===== src/hdl/assert_macros.svh =====
// ----------------------------------------------------------------------------
// Assertion macros
// Shared forms for the concurrent checks of the bit error rate meter.
// ----------------------------------------------------------------------------
`ifndef ASSERT_MACROS_SVH
`define ASSERT_MACROS_SVH

// Property checked at every rising clock edge outside of reset.
`define BEM_ASSERT(lbl, clk, rst, prop, msg) \
   lbl: assert property (@(posedge clk) disable iff (rst) prop) \
      else $error(msg);

// Consequent checked in the cycle after the antecedent holds.
`define BEM_ASSERT_NEXT(lbl, clk, rst, ante, cons, msg) \
   lbl: assert property (@(posedge clk) disable iff (rst) (ante) |=> (cons)) \
      else $error(msg);

`endif


===== src/hdl/bem_pkg.sv =====
// ----------------------------------------------------------------------------
// Bit error rate meter package
// Widths, constants, codes and the job record passed from front to back.
// ----------------------------------------------------------------------------
package bem_pkg;

   localparam int COUNT_WIDTH   = 48;
   localparam int LOG_FRAC_BITS = 10;

   localparam int BYTE_W    = 8;
   localparam int PCNT_W    = $clog2(BYTE_W + 1);
   localparam int LOG_W     = 15;
   localparam int MIN_ERR_W = 24;
   localparam int BPB_W     = 4;
   localparam int CSR_W     = 24;
   localparam int CSR_IDX_W = 2;
   localparam int CMP_W     = (COUNT_WIDTH > MIN_ERR_W) ? COUNT_WIDTH : MIN_ERR_W;

   // Fixed-point log2 datapath.
   localparam int L2_FRAC    = 24;
   localparam int C_FRAC     = 30;
   localparam int C_W        = 29;
   localparam logic [C_W-1:0] LOG10_2_Q = C_W'(323228497);
   localparam int NORM_W     = 64;
   localparam int MANT_W     = 32;
   localparam int NORM_STEP  = 4;
   localparam int N_W        = $clog2(NORM_W);
   localparam int L2_W       = N_W + L2_FRAC;
   localparam int DIFF_W     = L2_W + 2;
   localparam int MAG_W      = DIFF_W - 1;
   localparam int PROD_W     = MAG_W + C_W;
   localparam int RSHIFT     = L2_FRAC + C_FRAC - LOG_FRAC_BITS;
   localparam int R_RAW_W    = PROD_W + 1 - RSHIFT;
   localparam int R_W        = (R_RAW_W > LOG_W + 1) ? R_RAW_W : LOG_W + 1;
   localparam int ITER_W     = $clog2(L2_FRAC);

   localparam int QUEUE_DEPTH = 2;
   localparam int QPTR_W      = (QUEUE_DEPTH > 1) ? $clog2(QUEUE_DEPTH) : 1;
   localparam int QCNT_W      = $clog2(QUEUE_DEPTH + 1);

   localparam logic [COUNT_WIDTH-1:0] COUNT_MAX = '1;
   localparam logic signed [LOG_W-1:0] OUT_MIN = {1'b1, {(LOG_W-1){1'b0}}};
   localparam logic signed [LOG_W-1:0] OUT_MAX = {1'b0, {(LOG_W-1){1'b1}}};

   localparam logic                    TEST_MODE_RESET  = 1'b0;
   localparam logic [MIN_ERR_W-1:0]    MIN_ERRORS_RESET = MIN_ERR_W'(100);
   localparam logic signed [LOG_W-1:0] BER_FLOOR_RESET  = -15'sd7168;
   localparam logic [BPB_W-1:0]        BPB_RESET        = BPB_W'(8);

   typedef enum logic [CSR_IDX_W-1:0] {
      CSR_TEST_MODE,
      CSR_MIN_ERRORS,
      CSR_BER_FLOOR,
      CSR_BITS_PER_BYTE
   } csr_index_type;

   typedef enum logic {
      CMD_COMPARE,
      CMD_REPORT
   } cmd_type;

   // A report job always gives a result; a floor job gives one only when
   // the rate falls below the limit, and always returns a verdict.
   typedef enum logic {
      JOB_REPORT,
      JOB_FLOOR
   } job_kind_type;

   typedef struct packed {
      job_kind_type               kind;
      logic                       finished;
      logic [COUNT_WIDTH-1:0]     err_cnt;
      logic [COUNT_WIDTH-1:0]     byte_cnt;
      logic [BPB_W-1:0]           bpb;
      logic signed [LOG_W-1:0]    floor_lim;
   } job_type;

   typedef struct packed {
      logic valid;
      logic hit;
   } verdict_type;

endpackage


===== src/hdl/bem_front.sv =====
// ----------------------------------------------------------------------------
// Bit error rate meter front end
// Holds configuration and counts, classifies each transfer and queues jobs.
// ----------------------------------------------------------------------------
`include "assert_macros.svh"

module bem_front (
   input  logic                         clock,
   input  logic                         reset,
   input  logic                         req_push,
   output logic                         req_full,
   input  logic                         req_cmd,
   input  logic [bem_pkg::BYTE_W-1:0]   req_sent_byte,
   input  logic [bem_pkg::BYTE_W-1:0]   req_received_byte,
   input  logic                         csr_write,
   input  bem_pkg::csr_index_type       csr_index,
   input  logic [bem_pkg::CSR_W-1:0]    csr_wdata,
   output logic                         q_push,
   output bem_pkg::job_type             q_job,
   input  logic                         q_full,
   input  bem_pkg::verdict_type         verdict
);
   import bem_pkg::*;

   logic                    test_mode_ff, test_mode_in;
   logic [MIN_ERR_W-1:0]    min_errors_ff, min_errors_in;
   logic signed [LOG_W-1:0] ber_floor_ff, ber_floor_in;
   logic [BPB_W-1:0]        bpb_ff, bpb_in;
   logic [COUNT_WIDTH-1:0]  err_cnt_ff, err_cnt_in;
   logic [COUNT_WIDTH-1:0]  byte_cnt_ff, byte_cnt_in;
   logic                    done_ff, done_in;
   logic                    pending_ff, pending_in;

   logic                    accept;
   logic [PCNT_W-1:0]       pcnt;
   logic [COUNT_WIDTH:0]    err_sum;
   logic [COUNT_WIDTH-1:0]  err_inc;
   logic [COUNT_WIDTH-1:0]  byte_inc;
   logic                    at_min_old;
   logic                    at_min_new;

   function automatic logic [PCNT_W-1:0] popcount(input logic [BYTE_W-1:0] v);
      logic [PCNT_W-1:0] c;
      c = '0;
      for (int i = 0; i < BYTE_W; i++) begin
         c = c + PCNT_W'(v[i]);
      end
      return c;
   endfunction

   // While a floor check is out at the back end, the next item waits for
   // its verdict, since that verdict may end the measurement.
   assign req_full = q_full || pending_ff;
   assign accept   = req_push && !req_full;

   always_comb begin
      pcnt       = popcount(req_sent_byte ^ req_received_byte);
      err_sum    = {1'b0, err_cnt_ff} + (COUNT_WIDTH+1)'(pcnt);
      err_inc    = err_sum[COUNT_WIDTH] ? COUNT_MAX : err_sum[COUNT_WIDTH-1:0];
      byte_inc   = (byte_cnt_ff == COUNT_MAX) ? byte_cnt_ff : byte_cnt_ff + 1'b1;
      at_min_old = CMP_W'(err_cnt_ff) >= CMP_W'(min_errors_ff);
      at_min_new = CMP_W'(err_inc) >= CMP_W'(min_errors_ff);
   end

   always_comb begin
      test_mode_in  = test_mode_ff;
      min_errors_in = min_errors_ff;
      ber_floor_in  = ber_floor_ff;
      bpb_in        = bpb_ff;
      err_cnt_in    = err_cnt_ff;
      byte_cnt_in   = byte_cnt_ff;
      done_in       = done_ff;
      pending_in    = pending_ff;
      q_push        = 1'b0;

      q_job.kind      = JOB_REPORT;
      q_job.finished  = 1'b0;
      q_job.err_cnt   = err_inc;
      q_job.byte_cnt  = byte_inc;
      q_job.bpb       = bpb_ff;
      q_job.floor_lim = ber_floor_ff;

      if (csr_write) begin
         unique case (csr_index)
            CSR_TEST_MODE:     test_mode_in  = csr_wdata[0];
            CSR_MIN_ERRORS:    min_errors_in = csr_wdata[MIN_ERR_W-1:0];
            CSR_BER_FLOOR:     ber_floor_in  = $signed(csr_wdata[LOG_W-1:0]);
            CSR_BITS_PER_BYTE: bpb_in        = csr_wdata[BPB_W-1:0];
         endcase
      end

      if (accept) begin
         priority if (req_cmd == CMD_REPORT) begin
            // Report what has been counted so far, then start over.
            q_push         = 1'b1;
            q_job.err_cnt  = err_cnt_ff;
            q_job.byte_cnt = byte_cnt_ff;
            err_cnt_in     = '0;
            byte_cnt_in    = '0;
            done_in        = 1'b0;
         end else if (!test_mode_ff) begin
            q_push      = 1'b1;
            err_cnt_in  = err_inc;
            byte_cnt_in = byte_inc;
         end else if (done_ff || at_min_old) begin
            done_in = 1'b1;
         end else begin
            err_cnt_in  = err_inc;
            byte_cnt_in = byte_inc;
            priority if (at_min_new) begin
               q_push         = 1'b1;
               q_job.finished = 1'b1;
               done_in        = 1'b1;
            end else if (err_inc != '0) begin
               q_push     = 1'b1;
               q_job.kind = JOB_FLOOR;
               pending_in = 1'b1;
            end else begin
               q_push = 1'b0;
            end
         end
      end

      if (verdict.valid) begin
         pending_in = 1'b0;
         if (verdict.hit) begin
            done_in = 1'b1;
         end
      end
   end

   always_ff @(posedge clock) begin
      if (reset) begin
         test_mode_ff  <= TEST_MODE_RESET;
         min_errors_ff <= MIN_ERRORS_RESET;
         ber_floor_ff  <= BER_FLOOR_RESET;
         bpb_ff        <= BPB_RESET;
         err_cnt_ff    <= '0;
         byte_cnt_ff   <= '0;
         done_ff       <= 1'b0;
         pending_ff    <= 1'b0;
      end else begin
         test_mode_ff  <= test_mode_in;
         min_errors_ff <= min_errors_in;
         ber_floor_ff  <= ber_floor_in;
         bpb_ff        <= bpb_in;
         err_cnt_ff    <= err_cnt_in;
         byte_cnt_ff   <= byte_cnt_in;
         done_ff       <= done_in;
         pending_ff    <= pending_in;
      end
   end

   `BEM_ASSERT(a_verdict_pending, clock, reset, verdict.valid |-> pending_ff, "verdict without a pending floor check")

endmodule


===== src/hdl/bem_queue.sv =====
// ----------------------------------------------------------------------------
// Bit error rate meter job queue
// Short first-in first-out store of jobs between the front and back ends.
// ----------------------------------------------------------------------------
`include "assert_macros.svh"

module bem_queue (
   input  logic             clock,
   input  logic             reset,
   input  logic             push,
   input  bem_pkg::job_type push_data,
   output logic             full,
   input  logic             pop,
   output bem_pkg::job_type pop_data,
   output logic             empty
);
   import bem_pkg::*;

   job_type             slots_ff [QUEUE_DEPTH];
   logic [QPTR_W-1:0]   wr_ptr_ff, wr_ptr_in;
   logic [QPTR_W-1:0]   rd_ptr_ff, rd_ptr_in;
   logic [QCNT_W-1:0]   cnt_ff, cnt_in;

   function automatic logic [QPTR_W-1:0] next_ptr(input logic [QPTR_W-1:0] p);
      return (p == QPTR_W'(QUEUE_DEPTH - 1)) ? '0 : p + 1'b1;
   endfunction

   assign full     = (cnt_ff == QCNT_W'(QUEUE_DEPTH));
   assign empty    = (cnt_ff == '0);
   assign pop_data = slots_ff[rd_ptr_ff];

   always_comb begin
      wr_ptr_in = push ? next_ptr(wr_ptr_ff) : wr_ptr_ff;
      rd_ptr_in = pop ? next_ptr(rd_ptr_ff) : rd_ptr_ff;
      unique case ({push, pop})
         2'b10:   cnt_in = cnt_ff + 1'b1;
         2'b01:   cnt_in = cnt_ff - 1'b1;
         default: cnt_in = cnt_ff;
      endcase
   end

   always_ff @(posedge clock) begin
      if (push) begin
         slots_ff[wr_ptr_ff] <= push_data;
      end
   end

   always_ff @(posedge clock) begin
      if (reset) begin
         wr_ptr_ff <= '0;
         rd_ptr_ff <= '0;
         cnt_ff    <= '0;
      end else begin
         wr_ptr_ff <= wr_ptr_in;
         rd_ptr_ff <= rd_ptr_in;
         cnt_ff    <= cnt_in;
      end
   end

   `BEM_ASSERT(a_no_underflow, clock, reset, pop |-> (cnt_ff != '0), "job queue read while empty")
   `BEM_ASSERT_NEXT(a_push_lands, clock, reset, push && !pop, cnt_ff != '0, "pushed job not held")

endmodule


===== src/hdl/bem_back.sv =====
// ----------------------------------------------------------------------------
// Bit error rate meter back end
// Evaluates log10 of the error rate with a shared log2 unit and holds the
// result register toward the output channel.
// ----------------------------------------------------------------------------
`include "assert_macros.svh"

module bem_back (
   input  logic                          clock,
   input  logic                          reset,
   input  bem_pkg::job_type              q_data,
   input  logic                          q_empty,
   output logic                          q_pop,
   output bem_pkg::verdict_type          verdict,
   output logic                          rsp_empty,
   input  logic                          rsp_pop,
   output logic signed [bem_pkg::LOG_W-1:0] rsp_log_ber,
   output logic                          rsp_no_errors,
   output logic                          rsp_finished,
   output logic                          rsp_floor_reached
);
   import bem_pkg::*;

   typedef enum logic [2:0] {
      S_IDLE,
      S_NORM,
      S_SQR,
      S_ACC,
      S_ABS,
      S_MUL,
      S_ROUND,
      S_EMIT
   } state_type;

   typedef enum logic [1:0] {
      OP_ERR,
      OP_BYTE,
      OP_BPB
   } operand_type;

   localparam logic [PROD_W:0] RND_HALF = (PROD_W+1)'(1) << (RSHIFT - 1);

   state_type               state_ff, state_in;
   operand_type             opnd_ff, opnd_in;
   job_type                 job_ff, job_in;
   logic [NORM_W-1:0]       norm_ff, norm_in;
   logic [N_W-1:0]          n_ff, n_in;
   logic [MANT_W-1:0]       m_ff, m_in;
   logic [L2_FRAC-1:0]      f_ff, f_in;
   logic [ITER_W-1:0]       iter_ff, iter_in;
   logic signed [DIFF_W-1:0] diff_ff, diff_in;
   logic                    neg_ff, neg_in;
   logic [MAG_W-1:0]        mag_ff, mag_in;
   logic [PROD_W-1:0]       prod_ff, prod_in;
   logic signed [LOG_W-1:0] res_ff, res_in;
   logic                    zero_ff, zero_in;

   logic                    out_valid_ff, out_valid_in;
   logic signed [LOG_W-1:0] out_log_ff, out_log_in;
   logic                    out_zero_ff, out_zero_in;
   logic                    out_fin_ff, out_fin_in;
   logic                    out_flr_ff, out_flr_in;

   logic [2*MANT_W-1:0]     sq_full;
   logic [MANT_W:0]         sq;
   logic [L2_W-1:0]         acc_l;
   logic [PROD_W:0]         rsum;
   logic [R_W-1:0]          r_val;
   logic [LOG_W-1:0]        r_lo;
   logic                    room;
   logic                    hit;

   assign rsp_empty         = !out_valid_ff;
   assign rsp_log_ber       = out_log_ff;
   assign rsp_no_errors     = out_zero_ff;
   assign rsp_finished      = out_fin_ff;
   assign rsp_floor_reached = out_flr_ff;

   always_comb begin
      sq_full = (2*MANT_W)'(m_ff) * (2*MANT_W)'(m_ff);
      sq      = sq_full[2*MANT_W-1:MANT_W-1];
      acc_l   = {n_ff, f_ff};
      rsum    = (PROD_W+1)'(prod_ff) + RND_HALF;
      r_val   = R_W'(rsum >> RSHIFT);
      r_lo    = r_val[LOG_W-1:0];
      room    = !out_valid_ff || rsp_pop;
      hit     = res_ff < job_ff.floor_lim;
   end

   always_comb begin
      state_in     = state_ff;
      opnd_in      = opnd_ff;
      job_in       = job_ff;
      norm_in      = norm_ff;
      n_in         = n_ff;
      m_in         = m_ff;
      f_in         = f_ff;
      iter_in      = iter_ff;
      diff_in      = diff_ff;
      neg_in       = neg_ff;
      mag_in       = mag_ff;
      prod_in      = prod_ff;
      res_in       = res_ff;
      zero_in      = zero_ff;
      out_valid_in = out_valid_ff && !rsp_pop;
      out_log_in   = out_log_ff;
      out_zero_in  = out_zero_ff;
      out_fin_in   = out_fin_ff;
      out_flr_in   = out_flr_ff;
      q_pop        = 1'b0;
      verdict      = '0;

      unique case (state_ff)
         S_IDLE: begin
            if (!q_empty) begin
               q_pop   = 1'b1;
               job_in  = q_data;
               zero_in = 1'b0;
               diff_in = '0;
               opnd_in = OP_ERR;
               priority if (q_data.err_cnt == '0) begin
                  res_in   = OUT_MIN;
                  zero_in  = 1'b1;
                  state_in = S_EMIT;
               end else if (q_data.bpb == '0 || q_data.byte_cnt == '0) begin
                  res_in   = OUT_MAX;
                  state_in = S_EMIT;
               end else begin
                  norm_in  = NORM_W'(q_data.err_cnt) << (NORM_W - COUNT_WIDTH);
                  n_in     = N_W'(COUNT_WIDTH - 1);
                  state_in = S_NORM;
               end
            end
         end
         S_NORM: begin
            // Find the leading one a nibble at a time, then bit by bit.
            priority if (norm_ff[NORM_W-1 -: NORM_STEP] == '0) begin
               norm_in = norm_ff << NORM_STEP;
               n_in    = n_ff - N_W'(NORM_STEP);
            end else if (!norm_ff[NORM_W-1]) begin
               norm_in = norm_ff << 1;
               n_in    = n_ff - 1'b1;
            end else begin
               m_in     = norm_ff[NORM_W-1 -: MANT_W];
               f_in     = '0;
               iter_in  = '0;
               state_in = S_SQR;
            end
         end
         S_SQR: begin
            // Each square of the mantissa yields one fraction bit of log2.
            if (sq[MANT_W]) begin
               f_in = {f_ff[L2_FRAC-2:0], 1'b1};
               m_in = sq[MANT_W:1];
            end else begin
               f_in = {f_ff[L2_FRAC-2:0], 1'b0};
               m_in = sq[MANT_W-1:0];
            end
            if (iter_ff == ITER_W'(L2_FRAC - 1)) begin
               state_in = S_ACC;
            end else begin
               iter_in = iter_ff + 1'b1;
            end
         end
         S_ACC: begin
            unique case (opnd_ff)
               OP_ERR: begin
                  diff_in  = diff_ff + $signed(DIFF_W'(acc_l));
                  norm_in  = NORM_W'(job_ff.byte_cnt) << (NORM_W - COUNT_WIDTH);
                  n_in     = N_W'(COUNT_WIDTH - 1);
                  opnd_in  = OP_BYTE;
                  state_in = S_NORM;
               end
               OP_BYTE: begin
                  diff_in  = diff_ff - $signed(DIFF_W'(acc_l));
                  norm_in  = NORM_W'(job_ff.bpb) << (NORM_W - BPB_W);
                  n_in     = N_W'(BPB_W - 1);
                  opnd_in  = OP_BPB;
                  state_in = S_NORM;
               end
               OP_BPB: begin
                  diff_in  = diff_ff - $signed(DIFF_W'(acc_l));
                  state_in = S_ABS;
               end
               default: begin
                  state_in = S_IDLE;
               end
            endcase
         end
         S_ABS: begin
            neg_in   = diff_ff[DIFF_W-1];
            mag_in   = diff_ff[DIFF_W-1] ? MAG_W'(-diff_ff) : MAG_W'(diff_ff);
            state_in = S_MUL;
         end
         S_MUL: begin
            prod_in  = PROD_W'(mag_ff) * PROD_W'(LOG10_2_Q);
            state_in = S_ROUND;
         end
         S_ROUND: begin
            // Round half away from zero on the magnitude, then saturate.
            if (neg_ff) begin
               res_in = (r_val > R_W'(16384)) ? OUT_MIN : $signed(LOG_W'(0) - r_lo);
            end else begin
               res_in = (r_val > R_W'(16383)) ? OUT_MAX : $signed(r_lo);
            end
            state_in = S_EMIT;
         end
         S_EMIT: begin
            unique case (job_ff.kind)
               JOB_REPORT: begin
                  if (room) begin
                     out_valid_in = 1'b1;
                     out_log_in   = res_ff;
                     out_zero_in  = zero_ff;
                     out_fin_in   = job_ff.finished;
                     out_flr_in   = 1'b0;
                     state_in     = S_IDLE;
                  end
               end
               JOB_FLOOR: begin
                  if (!hit) begin
                     verdict.valid = 1'b1;
                     state_in      = S_IDLE;
                  end else if (room) begin
                     verdict.valid = 1'b1;
                     verdict.hit   = 1'b1;
                     out_valid_in  = 1'b1;
                     out_log_in    = job_ff.floor_lim;
                     out_zero_in   = 1'b0;
                     out_fin_in    = 1'b1;
                     out_flr_in    = 1'b1;
                     state_in      = S_IDLE;
                  end
               end
            endcase
         end
         default: begin
            state_in = S_IDLE;
         end
      endcase
   end

   always_ff @(posedge clock) begin
      if (reset) begin
         state_ff     <= S_IDLE;
         out_valid_ff <= 1'b0;
      end else begin
         state_ff     <= state_in;
         out_valid_ff <= out_valid_in;
      end
      opnd_ff     <= opnd_in;
      job_ff      <= job_in;
      norm_ff     <= norm_in;
      n_ff        <= n_in;
      m_ff        <= m_in;
      f_ff        <= f_in;
      iter_ff     <= iter_in;
      diff_ff     <= diff_in;
      neg_ff      <= neg_in;
      mag_ff      <= mag_in;
      prod_ff     <= prod_in;
      res_ff      <= res_in;
      zero_ff     <= zero_in;
      out_log_ff  <= out_log_in;
      out_zero_ff <= out_zero_in;
      out_fin_ff  <= out_fin_in;
      out_flr_ff  <= out_flr_in;
   end

   `BEM_ASSERT(a_iter_range, clock, reset, (state_ff == S_SQR) |-> (iter_ff < ITER_W'(L2_FRAC)), "squaring step count out of range")
   `BEM_ASSERT(a_verdict_kind, clock, reset, verdict.valid |-> (job_ff.kind == JOB_FLOOR), "verdict for a job that is not a floor check")

endmodule


===== src/hdl/bit_error_rate_meter.sv =====
// ----------------------------------------------------------------------------
// Bit error rate meter
// Counts bit errors between two byte streams and reports log10 of the rate.
// ----------------------------------------------------------------------------
// Input channel: a transfer of req_cmd and a byte pair is taken at an edge
// with req_push high and req_full low. A compare adds the popcount of the XOR
// to the error count and one to the byte count; a report returns the current
// value, then clears both counts. Result channel: the oldest result (signed
// Q5.10 rsp_log_ber and flags) shows while rsp_empty is low, taken with rsp_pop.
// Timing: the front end takes one item per cycle while req_full is low, into
// a two-entry job queue. The back end forms three log2 values with one shared
// unit, each by a leading-one search, a squaring per fraction bit and an add,
// then takes the magnitude, multiplies, rounds and emits the result; it takes
// a new job only once it is through with the last one. A zero-error or
// zero-denominator report skips the log and goes straight to the emit state.
// Items that give no result and need no log are not queued. A test-mode floor
// check holds req_full high until the back end decides. A stalled receiver
// holds the back end, the queue fills and req_full rises. Reset is synchronous
// and clears counts, queue and output; the registers take their default values.
// ----------------------------------------------------------------------------
module bit_error_rate_meter (
   input  logic                              clock,
   input  logic                              reset,
   input  logic                              req_push,
   output logic                              req_full,
   input  logic                              req_cmd,
   input  logic [bem_pkg::BYTE_W-1:0]        req_sent_byte,
   input  logic [bem_pkg::BYTE_W-1:0]        req_received_byte,
   output logic                              rsp_empty,
   input  logic                              rsp_pop,
   output logic signed [bem_pkg::LOG_W-1:0]  rsp_log_ber,
   output logic                              rsp_no_errors,
   output logic                              rsp_finished,
   output logic                              rsp_floor_reached,
   input  logic                              csr_write,
   input  bem_pkg::csr_index_type            csr_index,
   input  logic [bem_pkg::CSR_W-1:0]         csr_wdata
);
   import bem_pkg::*;

   // Jobs from the front end to the back end.
   logic        q_push;
   job_type     q_job;
   logic        q_full;
   logic        q_pop;
   job_type     q_data;
   logic        q_empty;

   // Outcome of a test-mode floor check, returned to the front end.
   verdict_type verdict;

   bem_front u_front (
      .clock             (clock),
      .reset             (reset),
      .req_push          (req_push),
      .req_full          (req_full),
      .req_cmd           (req_cmd),
      .req_sent_byte     (req_sent_byte),
      .req_received_byte (req_received_byte),
      .csr_write         (csr_write),
      .csr_index         (csr_index),
      .csr_wdata         (csr_wdata),
      .q_push            (q_push),
      .q_job             (q_job),
      .q_full            (q_full),
      .verdict           (verdict)
   );

   bem_queue u_queue (
      .clock     (clock),
      .reset     (reset),
      .push      (q_push),
      .push_data (q_job),
      .full      (q_full),
      .pop       (q_pop),
      .pop_data  (q_data),
      .empty     (q_empty)
   );

   bem_back u_back (
      .clock             (clock),
      .reset             (reset),
      .q_data            (q_data),
      .q_empty           (q_empty),
      .q_pop             (q_pop),
      .verdict           (verdict),
      .rsp_empty         (rsp_empty),
      .rsp_pop           (rsp_pop),
      .rsp_log_ber       (rsp_log_ber),
      .rsp_no_errors     (rsp_no_errors),
      .rsp_finished      (rsp_finished),
      .rsp_floor_reached (rsp_floor_reached)
   );

endmodule


===== config.mk =====
export PLATFORM = sky130hd
export DESIGN_NAME = bit_error_rate_meter
export DESIGN_NICKNAME = d
export VERILOG_FILES = /design/src/hdl/bem_pkg.sv /design/src/hdl/bem_front.sv /design/src/hdl/bem_queue.sv /design/src/hdl/bem_back.sv /design/src/hdl/bit_error_rate_meter.sv
export VERILOG_INCLUDE_DIRS = /design/src /design/src/hdl
export SDC_FILE = /design/constraint.sdc
export NUM_CORES = 2
export LEC_CHECK = 0
export ABC_AREA = 1
export BUFFER_PORTS_ARGS = -buffer_cell sky130_fd_sc_hd__buf_2
export CAP_MARGIN = 10
export CORE_AREA = 2 2 569 571
export CTS_CLUSTER_DIAMETER = 200
export DETAILED_ROUTE_END_ITERATION = 16
export DIE_AREA = 0 0 571 573
export GPL_TIMING_DRIVEN = 0
export HOLD_SLACK_MARGIN = 0.12
export MAX_ROUTING_LAYER = met4
export PLACE_DENSITY = 0.43
export SYNTH_ARGS = -nofsm -noshare
export SYNTH_HDL_FRONTEND = slang
export SYNTH_SLANG_ARGS = --single-unit

===== constraint.sdc =====
create_clock -name clock -period 29.2 [get_ports clock]
set_input_delay 0 -clock clock [delete_from_list [all_inputs] [get_ports clock]]
set_output_delay 0 -clock clock [all_outputs]
set_load 0.02 [all_outputs]

==> Word level (Yosys, flattened, before mapping) <==
Memories as Yosys holds them, arrays and structs flattened. A register that Yosys moved wholly into a read port is not among the register bits.
Index checks and enable logic that the tools add are counted.
{ "word_totals": {"inputBits": 48, "ramBits": 234, "register_bits": 510, "wordCells": 255, "out_inout_bits": 20, "mem_count": 1} }
{ "classes": {"n_lt_le_gt_ge": 5, "n_reduce_logical": 42, "bitwise": 6, "muxes": 111, "mul": 2, "add_sub_neg": 21, "n_eq_ne": 32} }
{ "memory_table": {"columns": ["memory", "depth", "word_bits", "rd", "rd_ports_with_merged_regs", "write_ports", "line", "source"], "rows": [
  ["u_queue.slots_ff", 2, 117, 1, 1, 1, "bem_queue.sv:19", "job_type slots_ff [QUEUE_DEPTH];"]
]} }
{ "ops": {"columns": ["op", "count"], "rows": [
  ["48-bit 2-to-1 mux", 8],
  ["64-bit 2-to-1 mux", 5],
  ["32-bit case mux with 2 select lines", 3],
  ["64-bit case mux with 3 select lines", 1],
  ["15-bit 2-to-1 mux", 9],
  ["32-bit 2-to-1 mux", 4],
  ["64-bit case mux with 2 select lines", 1],
  ["98-bit 2-to-1 mux", 1],
  ["48-bit by 24-bit greater-or-equal comparator with 1-bit output", 2],
  ["48-bit logical NOT", 2],
  ["96-bit 2-to-1 mux", 1],
  ["32-bit by 32-bit multiplier with 64-bit output", 1],
  ["60-bit by 44-bit adder with 61-bit output, second input constant", 1],
  ["31-bit by 29-bit multiplier with 60-bit output, second input constant", 1],
  ["15-bit case mux with 2 select lines", 2],
  ["48-bit by 4-bit adder with 49-bit output", 1],
  ["48-bit by 1-bit adder with 48-bit output, second input constant", 1],
  ["48-bit == test, second input constant", 1],
  ["24-bit 2-to-1 mux", 2],
  ["24-bit case mux with 2 select lines", 1],
  ["48-bit nonzero test", 1],
  ["1-bit 2-to-1 mux", 36],
  ["32-bit by 31-bit adder with 32-bit output", 1],
  ["32-bit by 31-bit subtractor with 32-bit output", 1],
  ["other kinds (52)", 132]
]} }

==> Logic depth before layout (Yosys ltp) <==
{ "depth": {"ltp_word": 19, "mapped_depth": 39, "mapped_depth_nobuf": 36} }

==> Hierarchy <==
Synthesis repeated with hierarchy kept, for this count alone.
{ "hier_totals": {"cells_unflattened": 9982, "area_unflattened_um2": 83292.4} }
{ "by_module_without_submodules": {"columns": ["module", "instances", "cells_per_inst", "area_per_inst_um2", "seq_area_each_um2"], "rows": [
  ["bem_back", 1, 7618, 62777.7, 9569.2],
  ["bem_front", 1, 1967, 11736.3, 2842.7],
  ["bem_queue", 1, 397, 8778.4, 7126.8]
]} }

==> Worst setup path after synthesis <==
No wires, ideal clock.
{ "synth_path": {"path_type": "input-to-reg", "from": "in req_received_byte[0] (netlist bit)", "to": "mem u_queue.slots_ff[0][0] (netlist bit), enable pin", "cell_stages": 31, "required_time_ns": 28.606, "setup_ns": 0.594, "arrival_time_ns": 10.028, "n_path_buf": 3, "slack_ns": 18.578, "cell_sequence": "xor2_1 -> ha_1 -> inv_1 -> fa_1 -> fa_1 -> fa_1 -> fa_1 -> inv_1 -> fa_1 -> nand3_1 -> nand3_2 -> nand2_2 -> nor2_2 -> nand3_2 -> buf_6 -> buf_6 -> clkbuf_1 -> nand2_1 -> ha_1 -> nand2_1 -> nor2_1 -> nand4_1 -> nand4_1 -> nand2_1 -> nand2_1 -> a21boi_0 -> nand3_2 -> nor2_4 -> nand2_2 -> nand2_1 -> nor2_1"} }
{ "synth_via": {"elab_chain_cells": 19, "word_cells_on_any_way": 20, "classes_between": "8 x add/sub; 1 x order compare; 9 x mux; 1 x bitwise; 1 x reduce/logical"} }
{ "synth_rtl": {"columns": ["element", "line", "source"], "rows": [
  ["start: declaration", "bit_error_rate_meter.sv:28", "input logic [bem_pkg::BYTE_W-1:0] req_received_byte,"],
  ["8-bit bitwise XOR (*)", "bem_front.sv:57", "pcnt = popcount(req_sent_byte ^ req_received_byte);"],
  ["1-bit by 1-bit adder with 2-bit output (*)", "bem_front.sv:46", "c = c + PCNT_W'(v[i]);"],
  ["4-bit by 1-bit adder with 4-bit output (*) (6 in series)", "bem_front.sv:46", null],
  ["48-bit by 4-bit adder with 49-bit output (*)", "bem_front.sv:58", "err_sum = {1'b0, err_cnt_ff} + (COUNT_WIDTH+1)'(pcnt);"],
  ["48-bit 2-to-1 mux (*)", "bem_front.sv:59", "err_inc = err_sum[COUNT_WIDTH] ? COUNT_MAX : err_sum[COUNT_WIDTH-1:0];"],
  ["parallel branches: the longest is 2 deep, another holds 48-bit by 24-bit greater-or-equal comparator with 1-bit output", null, null],
  ["1-bit 2-to-1 mux (*)", "bem_front.sv:110", "priority if (at_min_new) begin"],
  ["1-bit 2-to-1 mux (*)", "bem_front.sv:105", "end else if (done_ff || at_min_old) begin"],
  ["1-bit 2-to-1 mux (*)", "bem_front.sv:101", "end else if (!test_mode_ff) begin"],
  ["1-bit 2-to-1 mux (*)", "bem_front.sv:93", "priority if (req_cmd == CMD_REPORT) begin"],
  ["1-bit 2-to-1 mux (*)", "bem_front.sv:92", "if (accept) begin"],
  ["1-bit 2-to-1 mux (*)", "bem_queue.sv:43", "if (push) begin"],
  ["1-bit 2-to-1 mux (implied by the code) (*)", "bem_queue.sv:44", "slots_ff[wr_ptr_ff] <= push_data;"],
  ["end: declaration", "bem_queue.sv:19", null]
]} }
Every way passes the cells marked *.

==> Worst setup path after layout <==
{ "layout_path": {"from": "reg u_back.m_ff[15]", "to": "reg u_back.m_ff[12] (data pin)"} }
{ "layout_via": {"elab_chain_cells": 3} }
{ "layout_rtl": {"columns": ["element", "line", "source"], "rows": [
  ["start: declaration", "bem_back.sv:48", "logic [MANT_W-1:0] m_ff, m_in;"],
  ["start signal: assignment", "bem_back.sv:255", "m_ff <= m_in;"],
  ["32-bit by 32-bit multiplier with 64-bit output", "bem_back.sv:80", "sq_full = (2*MANT_W)'(m_ff) * (2*MANT_W)'(m_ff);"],
  ["32-bit 2-to-1 mux", "bem_back.sv:152", "if (sq[MANT_W]) begin"],
  ["32-bit case mux with 2 select lines", "bem_back.sv:113", "unique case (state_ff)"],
  ["net u_back.m_in[12]", "bem_back.sv:48", null]
]} }
The timed path passes the listed nets, and every way through them passes these cells.
A chain may end at the register's enable or synchronous reset.

==> summary.md <==
| Metric | Value |
|---|---|
| Critical path's largest stage delay | `approximately 1.1 ns` |
| Minimum clock period | `10.07 ns` |
| Max Buffers Root-to-Sink | `3` |
| Gr usage total | `0.185` |
| Final setup TNS | `0 ns` |
| Routed Antenna Nets | `0` |
| Core area | `about 320000 sq um` |
| Ys flop type | `edfxtp_1` |
| Final period utilization | `0.345` |
| WL per Instance | `21.1 microns` |
| Net Count, Synth | `~11000` |
| Worst-margin pin slew | `roughly 1.4 ns` |
| Post-synth cell types | `between 60 and 70` |
| Ranking of synthesized cells by area | `fa_1, edfxtp_1, ha_1` |
| Yosys top cell area share | `0.259` |
| Syn Inst Count | `9386` |
| CTS tree | `yes` |
| RSZ-0062 raised after global routing | `false` |
| CTS Hold Buffers Added | `60` |
| YS warnings | `0` |
| Avg Inst Size Synth | `~8.5 sq um` |
| Fmax | `about 99 MHz` |
| Post-CTS Setup Bufs | `0` |
| Routed wire length | `295000 microns` |
| Setup crit end kind | `flop` |
| Layout cells sized above 1 | `0.0388` |
| DIE WIDTH | `roughly 570 microns` |
| Post-CTS Resized | `0` |
| Post-route cell area | `89500 sq um` |
| Vias in the first global route | `66200` |
| Final setup vio count | `0` |
| Synth Register Bits | `between 700 and 800` |
| Rel. slew slack | `0.0591` |
| Row cnt | `208` |
| H-tree depth | `3` |
| Critical Path Most Common Cell | `fa_1` |
| Initial core utilization | `0.250` |
| Clock transition at the registers of the reported paths | `0.07 ns` |
| Hold crit path type | `in -> reg` |
| GP Congestion | `between 0.9 and 1` |
| Nets | `about 11000` |
| Critical path arrival | `~11 ns` |
| Asr flop ratio synth | `0` |
| Placed standard-cell area | `around 86000 sq um` |
| Largest net degree at the start of global routing | `80` |
| Area delta synth->final | `11.8%` |
| I/O pin cnt | `68` |
| Die H | `573 microns` |
| CP Class | `reg -> reg` |
| Worst-skew pair later-pin latency | `roughly 0.74 ns` |
| Vias per cell | `roughly 4.5` |
| Final Hold Viols | `0` |
| MaxCap Viol Count | `0` |
| Family with the most delay on the worst path | `adder cells` |
| Register area share after synthesis | `0.244` |
| Nature of the critical path startpoint | `flop` |
| First-pass GRT wire length | `around 440000 microns` |
| Fin. max-slew vios | `0` |
| Port Buf Inserts | `67` |
| Number of synthesized flops with an enable pin | `550` |
| Total CTS buffers | `a little over 80` |
| CP max FO | `10` |
| # DRC | `0` |
| DP Wirelength | `247000 microns` |
| DRT iter0 DRCs | `~5000` |
| Crit path buf inv count | `8` |
| Critical Path RT | `just under 30 ns` |
| Pre-antenna DRT Iters | `6` |
| Slowest-stage cell, CP | `clkbuf_1` |
| Mapped cell area | `80000 sq um` |
| DR vias | `approximately 63000` |
| Die area | `between 300000 and 400000 sq um` |
| Root buf cell | `clkbuf_16` |
| GR Overflow Total | `0` |
| Antenna violations before repair | `8` |
| Clk sinks | `~700` |
| Leading area contributor after synthesis | `fa_1` |
| Outcome | `finished clean` |
| Clock Skews | `a little over 0.06 ns` |
[synth_stat cells, types with 8 or more instances]
cell      count
a21boi_0     15
a21o_1       21
a21oi_1     414
a22oi_1      43
a31oi_1      42
a32oi_1      30
buf_1         8
buf_2        41
buf_4        11
clkbuf_1    187
dfxtp_1     151
edfxtp_1    550
fa_1       1037
ha_1        753
inv_1      2297
mux2_2       30
mux2i_1      21
nand2_1    1823
nand2_2      10
nand3_1     299
nand3_2       8
nand4_1      88
nor2_1      637
nor2_2       14
nor3_1       84
nor4_1       42
o211ai_1     17
o21a_1       12
o21ai_0     380
o21ai_1       9
o21bai_1     25
o22ai_1      10
or2_2        28
xnor2_1      34
xor2_1      149
[logic make-up (layout without fill, tap and decap cells)]
| kind of cell | after synthesis | after routing | share of synthesized area |
|---|---|---|---|
| other | 1 | 3 | 0.0000469 |
| adder cells (fa/ha/maj) | 1790 | 1790 | 0.377 |
| buffers and inverters | 2552 | 2851 | 0.121 |
| multiplexers | 51 | 51 | 0.00685 |
| AO/OA/AOI/OAI | 1047 | 1047 | 0.0731 |
| flip-flops | 701 | 701 | 0.244 |
| AND/OR/NAND/NOR | 3061 | 3061 | 0.157 |
| XOR/XNOR | 183 | 183 | 0.0200 |
[worst paths after layout]
path / cells past startpoint / slack (ns) / endpoint / start
setup / recovery: 30 / 19.13 / u_back.m_ff[12]$_DFFE_PP_ / u_back.m_ff[15]$_DFFE_PP_
hold / removal: 5 / 0.18 / u_back.out_valid_ff$_SDFF_PP0_ / rsp_pop
setup reg to reg: 30 / 19.13 / u_back.m_ff[12]$_DFFE_PP_ / u_back.m_ff[15]$_DFFE_PP_
hold reg to reg: 0 / 0.46 / u_back.mag_ff[0]$_DFFE_PP_ / u_back.diff_ff[0]$_SDFFCE_PN0P_
[stage by stage]
step | hold slack [ns] | setup WS (ns) | cells | utilization
after floorplan | 0.126 | 18.58 | 9386 | -
after global placement | 0.262 | 13.59 | 13800 | 0.268
after detailed placement | 0.279 | 19.49 | 13800 | 0.269
after CTS | 0.125 | 19.40 | 14000 | 0.279
after global routing | 0.153 | 19.03 | 14000 | 0.279
final | 0.179 | 19.13 | 14000 | 0.279
[state kept, by name, summed over array words and instances, names as in the netlist, 17 cells and up, named ones only]
register               count
u_back.f_ff               24
u_back.mag_ff             31
u_front.min_errors_ff     24
u_front.byte_cnt_ff       48
u_queue.slots_ff         234
u_back.job_ff             69
u_back.m_ff               32
u_back.norm_ff            63
u_front.err_cnt_ff        48
u_back.prod_ff            17
u_back.diff_ff            32
[area by class of cell]
cell class              count  area, sq um
plain buffers             250         1050
repair buffers            147         1320
well taps                4305         5390
multi-input cells        6133        50800
clock buffers             108         2190
inverters                2302         8650
diodes                      2         5.00
fillers                 34600       231000
flip-flops and latches    701        19500
clock inverters            44          487
[layer usage]
layer	up-vias	routed length, microns	global-route usage
li1	29700	-	-
met1	31600	135000	0.249
met2	1677	135000	0.293
met3	334	14700	0.0208
met4	0	9900	0.0536
met5	-	0	-
[cell usage in the layout, fill, tap and decap left out, drive strengths merged, types with 6 or more instances in the layout]
| cell type | n |
|---|---|
| a32oi | 30 |
| o21a | 12 |
| mux2i | 21 |
| a21o | 21 |
| nand3b | 8 |
| nand2 | 1833 |
| o2111ai | 7 |
| inv | 2305 |
| nand4 | 88 |
| nor4 | 43 |
| o21ai | 389 |
| a21boi | 16 |
| a21oi | 414 |
| buf | 150 |
| mux2 | 30 |
| o31ai | 6 |
| clkinv | 30 |
| nand3 | 307 |
| o22ai | 10 |
| o21bai | 25 |
| nor3 | 87 |
| or2 | 31 |
| xnor2 | 34 |
| clkbuf | 295 |
| xor2 | 149 |
| a31oi | 42 |
| a22oi | 43 |
| clkinvlp | 6 |
| edfxtp | 550 |
| fa | 1037 |
| dfxtp | 151 |
| o211ai | 17 |
| dlygate4sd3 | 60 |
| ha | 753 |
| nor2 | 653 |
[worst min-delay path: stages]
cell and delay [ns]:
dlygate4sd3_1 0.52, buf_2 0.10, nor2_1 0.08, inv_1 0.09, a21oi_1 0.06
Power is not shown: default switching activity piles up to over one toggle a cycle in this logic, so the estimate is an artifact.
